### src/kps_pkg.sv
// Package for the 4x4 keypad scanner: phase type, key map and LED coding.
// No dependencies; used by matrix_keypad_scanner and its checker.
package kps_pkg;

	typedef enum logic [1:0] {
		PH_SETTLE   = 2'd0,
		PH_DEBOUNCE = 2'd1,
		PH_RELEASE  = 2'd2,
		PH_DISPLAY  = 2'd3
	} phase_t;

	localparam int unsigned COL_W   = 4;
	localparam int unsigned ROW_W   = 2;
	localparam int unsigned CHAR_W  = 7;
	localparam int unsigned LED_W   = 3;
	localparam int unsigned WAIT_W  = 10;
	localparam int unsigned SHORT_W = 8;
	localparam int unsigned IN_W    = 8;   // col_lines padded to a byte
	localparam int unsigned OUT_W   = 24;  // 19 field bits padded to three bytes

	localparam logic [1:0] CFG_SETTLE   = 2'd0;
	localparam logic [1:0] CFG_DEBOUNCE = 2'd1;
	localparam logic [1:0] CFG_DISPLAY  = 2'd2;

	localparam logic [SHORT_W-1:0] SETTLE_RST   = 8'd2;
	localparam logic [SHORT_W-1:0] DEBOUNCE_RST = 8'd15;
	localparam logic [WAIT_W-1:0]  DISPLAY_RST  = 10'd300;

	localparam logic [COL_W-1:0] ALL_HIGH = 4'hF;

	// Key legend, row-major: 123A / 456B / 789C / *0#D
	function automatic logic [CHAR_W-1:0] key_char_of(input logic [3:0] idx);
		logic [CHAR_W-1:0] ch;
		case (idx)
			4'd0:    ch = 7'h31;
			4'd1:    ch = 7'h32;
			4'd2:    ch = 7'h33;
			4'd3:    ch = 7'h41;
			4'd4:    ch = 7'h34;
			4'd5:    ch = 7'h35;
			4'd6:    ch = 7'h36;
			4'd7:    ch = 7'h42;
			4'd8:    ch = 7'h37;
			4'd9:    ch = 7'h38;
			4'd10:   ch = 7'h39;
			4'd11:   ch = 7'h43;
			4'd12:   ch = 7'h2A;
			4'd13:   ch = 7'h30;
			4'd14:   ch = 7'h23;
			default: ch = 7'h44;
		endcase
		return ch;
	endfunction

	// bit0 green, bit1 red, bit2 yellow; column 3 lights all three
	function automatic logic [LED_W-1:0] led_of(input logic [ROW_W-1:0] col);
		logic [LED_W-1:0] p;
		case (col)
			2'd0:    p = 3'b001;
			2'd1:    p = 3'b010;
			2'd2:    p = 3'b100;
			default: p = 3'b111;
		endcase
		return p;
	endfunction

	// Lowest column that reads low; zero when none does
	function automatic logic [ROW_W-1:0] lowest_low(input logic [COL_W-1:0] c);
		logic [ROW_W-1:0] r;
		if (!c[0]) begin
			r = 2'd0;
		end else if (!c[1]) begin
			r = 2'd1;
		end else if (!c[2]) begin
			r = 2'd2;
		end else if (!c[3]) begin
			r = 2'd3;
		end else begin
			r = 2'd0;
		end
		return r;
	endfunction

endpackage

### src/matrix_keypad_scanner.sv
// 4x4 matrix keypad scanner: one 1 ms tick beat in, one status beat out.
// Depends on kps_pkg for the phase type, key map and LED coding.
//
//   channel | dir | handshake          | payload
//   --------+-----+--------------------+---------------------------------------------
//   s_*     | in  | s_tvalid/s_tready  | tick with sampled column lines
//   m_*     | out | m_tvalid/m_tready  | row drive, key event, index, char, LEDs
//   cfg_*   | in  | cfg_valid/cfg_ready| register index and write data
//
// A tick beat is registered in the input register on acceptance, evaluated against
// the scan state in the next cycle and its status beat moves into the output register;
// one beat can be taken every cycle while the output is not stalled.
// The scan state advances only when the evaluated beat moves into the output
// register; a stalled output holds the input register, which then drops s_tready.
// Reset (arst_n low) returns to row 0 in the settle phase with the default
// settle, debounce and display counts. Configuration is always ready.
module matrix_keypad_scanner (
	input  logic                        clk,
	input  logic                        arst_n,
	input  logic                        s_tvalid,
	output logic                        s_tready,
	input  logic [kps_pkg::IN_W-1:0]    s_tdata,   // [3:0] col_lines, [7:4] zero
	output logic                        m_tvalid,
	input  logic                        m_tready,
	output logic [kps_pkg::OUT_W-1:0]   m_tdata,   // [3:0] row_drive, [4] key_event,
	                                               // [8:5] key_index, [15:9] key_char,
	                                               // [16] led_green, [17] led_red,
	                                               // [18] led_yellow, [23:19] zero
	input  logic                        cfg_valid,
	output logic                        cfg_ready,
	input  logic [1:0]                  cfg_index,
	input  logic [kps_pkg::WAIT_W-1:0]  cfg_data
);
	import kps_pkg::*;

	// Configuration registers
	logic [SHORT_W-1:0] settle_q;
	logic [SHORT_W-1:0] debounce_q;
	logic [WAIT_W-1:0]  display_q;

	// Input register
	logic               valid_s1;
	logic [COL_W-1:0]   cols_s1;

	// Scan state
	phase_t             phase_q, phase_d;
	logic [ROW_W-1:0]   row_q, row_d;
	logic [ROW_W-1:0]   held_q, held_d;
	logic [WAIT_W-1:0]  wait_q, wait_d;
	logic [LED_W-1:0]   led_q, led_d;

	// Result of the current beat
	logic               event_d;
	logic [3:0]         index_d;
	logic [COL_W-1:0]   row_drive_d;
	logic [LED_W-1:0]   leds_d;
	logic [WAIT_W:0]    wait_inc;

	// Output register
	logic               out_valid_q;
	logic [OUT_W-1:0]   out_data_q;

	logic               advance;

	assign cfg_ready = 1'b1;
	assign advance   = valid_s1 && (!out_valid_q || m_tready);
	assign s_tready  = !valid_s1 || advance;
	assign m_tvalid  = out_valid_q;
	assign m_tdata   = out_data_q;
	assign wait_inc  = {1'b0, wait_q} + {{WAIT_W{1'b0}}, 1'b1};

	always_ff @(posedge clk or negedge arst_n) begin
		if (!arst_n) begin
			settle_q   <= SETTLE_RST;
			debounce_q <= DEBOUNCE_RST;
			display_q  <= DISPLAY_RST;
		end else if (cfg_valid) begin
			case (cfg_index)
				CFG_SETTLE:   settle_q   <= cfg_data[SHORT_W-1:0];
				CFG_DEBOUNCE: debounce_q <= cfg_data[SHORT_W-1:0];
				CFG_DISPLAY:  display_q  <= cfg_data;
				default:      ;  // unmapped index, drop the write
			endcase
		end
	end

	// Input register: take a tick whenever the slot is free or draining
	always_ff @(posedge clk or negedge arst_n) begin
		if (!arst_n) begin
			valid_s1 <= 1'b0;
		end else if (s_tready) begin
			valid_s1 <= s_tvalid;
		end
	end

	always_ff @(posedge clk) begin
		if (s_tready && s_tvalid) begin
			cols_s1 <= s_tdata[COL_W-1:0];
		end
	end

	// Scan state register, advanced once per evaluated tick
	always_ff @(posedge clk or negedge arst_n) begin
		if (!arst_n) begin
			phase_q <= PH_SETTLE;
			row_q   <= '0;
			held_q  <= '0;
			wait_q  <= '0;
			led_q   <= '0;
		end else if (advance) begin
			phase_q <= phase_d;
			row_q   <= row_d;
			held_q  <= held_d;
			wait_q  <= wait_d;
			led_q   <= led_d;
		end
	end

	// Next state and status for the tick held in the input register
	always_comb begin
		phase_d = phase_q;
		row_d   = row_q;
		held_d  = held_q;
		wait_d  = wait_q;
		led_d   = led_q;
		event_d = 1'b0;
		index_d = '0;
		case (phase_q)
			PH_SETTLE: begin
				if (wait_q < {{(WAIT_W-SHORT_W){1'b0}}, settle_q}) begin
					wait_d = wait_inc[WAIT_W-1:0];
				end else if (cols_s1 != ALL_HIGH) begin
					phase_d = PH_DEBOUNCE;
					wait_d  = '0;
				end else begin
					// nothing pressed on this row, move on
					row_d   = row_q + 2'd1;
					phase_d = PH_SETTLE;
					wait_d  = '0;
				end
			end
			PH_DEBOUNCE: begin
				if (wait_q < {{(WAIT_W-SHORT_W){1'b0}}, debounce_q}) begin
					wait_d = wait_inc[WAIT_W-1:0];
				end else if (cols_s1 != ALL_HIGH) begin
					held_d  = lowest_low(cols_s1);
					phase_d = PH_RELEASE;
					wait_d  = '0;
				end else begin
					// bounce: key gone on the confirming sample
					row_d   = row_q + 2'd1;
					phase_d = PH_SETTLE;
					wait_d  = '0;
				end
			end
			PH_RELEASE: begin
				// watch only the held column
				if (cols_s1[held_q]) begin
					event_d = 1'b1;
					index_d = {row_q, held_q};
					led_d   = led_of(held_q);
					phase_d = PH_DISPLAY;
					wait_d  = '0;
				end
			end
			default: begin
				wait_d = wait_inc[WAIT_W-1:0];
				if (wait_inc >= {1'b0, display_q}) begin
					led_d   = '0;
					row_d   = '0;
					phase_d = PH_SETTLE;
					wait_d  = '0;
				end
			end
		endcase

		if (phase_d == PH_DISPLAY) begin
			row_drive_d = ALL_HIGH;
			leds_d      = led_d;
		end else begin
			row_drive_d = ~(4'b0001 << row_d);
			leds_d      = '0;
		end
	end

	// Output register
	always_ff @(posedge clk or negedge arst_n) begin
		if (!arst_n) begin
			out_valid_q <= 1'b0;
		end else if (!out_valid_q || m_tready) begin
			out_valid_q <= valid_s1;
		end
	end

	always_ff @(posedge clk) begin
		if (advance) begin
			out_data_q <= {5'b0, leds_d[2], leds_d[1], leds_d[0],
				event_d ? key_char_of(index_d) : {CHAR_W{1'b0}},
				index_d, event_d, row_drive_d};
		end
	end

endmodule

### config.mk
export PLATFORM = sky130hd
export DESIGN_NAME = matrix_keypad_scanner
export DESIGN_NICKNAME = d
export VERILOG_FILES = /design/src/kps_pkg.sv /design/src/matrix_keypad_scanner.sv
export SDC_FILE = /design/constraint.sdc
export NUM_CORES = 1
export LEC_CHECK = 0
export BUFFER_PORTS_ARGS = -buffer_cell sky130_fd_sc_hd__buf_4
export CAP_MARGIN = 5
export CELL_PAD_IN_SITES_DETAIL_PLACEMENT = 1
export CELL_PAD_IN_SITES_GLOBAL_PLACEMENT = 1
export CORE_UTILIZATION = 39
export DETAILED_ROUTE_END_ITERATION = 12
export PLACE_DENSITY = 0.72
export SLEW_MARGIN = 5
export SYNTH_ARGS = -nofsm -noshare
export SYNTH_HDL_FRONTEND = slang
export SYNTH_SLANG_ARGS = --single-unit
### constraint.sdc
create_clock -name clk -period 6.5 [get_ports clk]
set_input_delay 1.3 -clock clk [delete_from_list [all_inputs] [get_ports clk]]
set_output_delay 1.3 -clock clk [all_outputs]
set_load 0.01 [all_outputs]
==> flow_summary_export.csv <==
group,metric,value,unit
run_status,status,"complete, no violations",
cells_and_area,antenna_cells,0,
logic_synthesis,syn_avg_cell_area,10.4,µm²
cells_and_area,post-route-util,0.456,
routing,vias_per_cell,5.25,
sta,grt_setup_unrepaired,"false",
sta,fmax,0.309,GHz
pwr,power.leakage,2.06,nW
floorplan,row_count,37,
pwr,vdd_ir_drop_max,121,µV
logic_synthesis,synth_ff_type,"dfrtp_1",
global_route,grt_pass1_wl,15900,µm
global_route,grt_max_degree,48,
pwr,p_per_area,353,nW/µm²
pwr,power,0.00166,W
clock_network,path_clk_slew,70,ps
floorplan,die_w,105,µm
place,dp_cells,562,
logic_synthesis,yosysTopAreaCellShare,0.229,
global_route,grt_pass1_vias,3212,
logic_synthesis,synth.largest_area_cell,"dfrtp_1",
logic_synthesis,ys_warn_count,0,
routing,ant_nets,0,
logic_synthesis,synth_area_leaders,"dfrtp_1 23%, edfxtp_1 17%, ha_1 11%",
worst_setup_path,worst_ep_arrival_time,3530,ps
global_route,antenna_found_initial,0,
worst_setup_path,critPathRequiredTime,6790,ps
logic_synthesis,seq_area_frac_synth,0.452,
sta,worst_slew_pin_slew,1120,ps
sta,period_share,0.498,
worst_hold_path,hp-class,"reg -> reg",
floorplan,io_pins,52,
worst_setup_path,crit_fanout,31,
clock_network,hold_buffers,0,
clock_network,post_cts_buffers,0,
logic_synthesis,ys_seq_elements,70,
place,place_area,4540,µm²
clock_network,cts-root-buf,"clkbuf_8",
floorplan,core_area,10300,µm²
logic_synthesis,synthesis.area,4150,µm²
cells_and_area,area_delta_synth_final,13.3,%
floorplan,fp.dieH,105,µm
worst_setup_path,criticalPathCategory,"in -> reg",
clock_network,clock_latency,360,ps
logic_synthesis,yosysUniqueCellTypes,67,
logic_synthesis,synth_edf_count,23,
floorplan,die_area,11100,µm²
logic_synthesis,synthCells,400,
sta,min_period,3240,ps
routing,initialDrtViolationCount,86,
clock_network,clock_sinks,70,
routing,wirelength,9150,µm
floorplan,initial_core_util,0.402,
sta,setup_viol,0,
place,port_buffers,41,
clock_network,cts_tree,"built",
clock_network,htree_num_levels,3,
clock_network,cts_resized,0,
cells_and_area,drive_above_1_share,0.244,
worst_setup_path,end_kind,"register",
flow_run,drv_cap,0,
place,place.gp.congestion,0.764,
sta,finalHoldViolCount,0,
global_route,globalRouteOverflowTotal,0,
sta,max_slew_margin,0.249,
cells_and_area,fin_nets,497,
cells_and_area,fillers,1170,
global_route,grt_use_total,0.186,
place,dpl.hpwl,6700,µm
cells_and_area,final_cell_area,4710,µm²
routing,drt_pre_antenna_iters,5,
clock_network,cts_buffers,9,
clock_network,cts.path.max_buffers,2,
routing,vias,3035,
logic_synthesis,synthArstFlopShare,0.671,
worst_setup_path,start_kind,"input port",
sta,tns,0,ps
cells_and_area,fin_cells,578,
sta,slew_viol_final,0,
routing,routedWlPerCell,15.8,µm
sta,finClkSkew,7.62,ps
routing,drc_errors,0,
[power breakdown]
group,internal (W),switching (W),total (W),leakage (nW)
sequential,0.000572,0.000119,0.000691,0.776
combinational,0.000294,0.000371,0.000665,1.21
clock,0.000135,0.000173,0.000307,0.0784
[metal layers]
layer  share of wire  global-route usage  wire length, µm
met1            0.47               0.244             4310
met2            0.48               0.301             4360
met3           0.031              0.0262              283
met4           0.021              0.0895              193
met5               0                   0                0
[cell usage in the layout (no fill, tap or decap), types with 3 or more instances in the layout]
| cell | instances |
|---|---|
| ha_1 | 35 |
| o221ai_1 | 3 |
| nand2_1 | 43 |
| nand3b_1 | 6 |
| mux2_2 | 23 |
| clkinv_2 | 3 |
| xnor2_1 | 9 |
| nor2_1 | 19 |
| clkinvlp_4 | 3 |
| clkbuf_8 | 9 |
| and3_1 | 4 |
| nand2b_1 | 7 |
| inv_1 | 33 |
| edfxtp_1 | 23 |
| buf_4 | 42 |
| nand4_1 | 3 |
| dfrtp_1 | 38 |
| or3_1 | 4 |
| a21oi_1 | 16 |
| nor2b_1 | 4 |
| nand3_1 | 14 |
| conb_1 | 6 |
| dfstp_2 | 9 |
| o21ai_0 | 20 |
| o21bai_1 | 3 |
| o211ai_1 | 4 |
| or2_2 | 3 |
| o21ai_1 | 7 |
[through the flow]
| stage | hold WS, ps | worst slack (ps) |
|---|---|---|
| after floorplan | 456 | 3640 |
| after global placement | 473 | 2900 |
| after detailed placement | 497 | 2800 |
| after CTS | 516 | 3190 |
| after global routing | 534 | 2980 |
| final | 511 | 3260 |
[cells in the mapped netlist (all sizes together) (2+ instances only)]
| cell type | count |
|---|---|
| a2111oi | 2 |
| a211o | 2 |
| a211oi | 2 |
| a21o | 2 |
| a21oi | 17 |
| and2 | 2 |
| and3 | 4 |
| and4 | 3 |
| buf | 13 |
| clkbuf | 7 |
| conb | 2 |
| dfrtp | 38 |
| dfstp | 9 |
| edfxtp | 23 |
| ha | 35 |
| inv | 33 |
| mux2 | 23 |
| mux2i | 2 |
| nand2 | 44 |
| nand2b | 8 |
| nand3 | 14 |
| nand3b | 6 |
| nand4 | 4 |
| nor2 | 19 |
| nor2b | 4 |
| nor3 | 3 |
| o211ai | 4 |
| o21a | 3 |
| o21ai | 27 |
| o21bai | 3 |
| o221ai | 3 |
| o22a | 2 |
| o2bb2ai | 2 |
| o31a | 2 |
| o31ai | 3 |
| or2 | 3 |
| or3 | 4 |
| xnor2 | 9 |
| xor2 | 2 |
[flip-flops by register name, summed over array words and instances (netlist names)]
name,count
led_q,3
display_q,10
cols_s1,4
m_tvalid,1
debounce_q,8
row_q,2
valid_s1,1
phase_q,2
held_q,2
m_tdata,19
settle_q,8
wait_q,10
[worst paths after layout]
check                      cells after the start  startpoint       endpoint  slack [ps]
min in group asynchronous                      1      arst_n    settle_q[2]         960
max reg2reg                                   11   wait_q[0]     m_tdata[2]        3500
min                                            1    led_q[0]       led_q[0]         510
max in group asynchronous                      1      arst_n  debounce_q[7]        5130
max                                            7    m_tready      wait_q[4]        3260
min reg2reg                                    1    led_q[0]       led_q[0]         510
[logic make-up (layout without fill, tap and decap cells)]
| family | count (synthesis) | count (layout) | synth area share |
|---|---|---|---|
| xor+xnor | 11 | 11 | 0.0232 |
| mux | 26 | 26 | 0.0726 |
| flops | 70 | 70 | 0.452 |
| other cells | 2 | 6 | 0.00181 |
| compound gates | 81 | 81 | 0.137 |
| fa+ha+maj | 35 | 35 | 0.105 |
| buf+inv | 53 | 91 | 0.0566 |
| simple gates | 122 | 122 | 0.151 |
[cell type report]
class | count | area (µm²) | area share
multi-input combinational | 281 | 2060 | 0.437
clock inverter | 7 | 41.3 | 0.00877
sequential | 70 | 1880 | 0.399
clock buffer | 9 | 124 | 0.0263
timing repair buffer | 42 | 315 | 0.0670
tap | 136 | 170 | 0.0361
inverter | 33 | 124 | 0.0263
[worst max-delay path, cell delays in order]
cell      delay (ps)
buf_4             80
nand2b_1         110
nand2_1          190
inv_1            870
nand2_2          430
or3_1            430
o21bai_1         120
No activity file was read; power rests on OpenSTA's default activity.
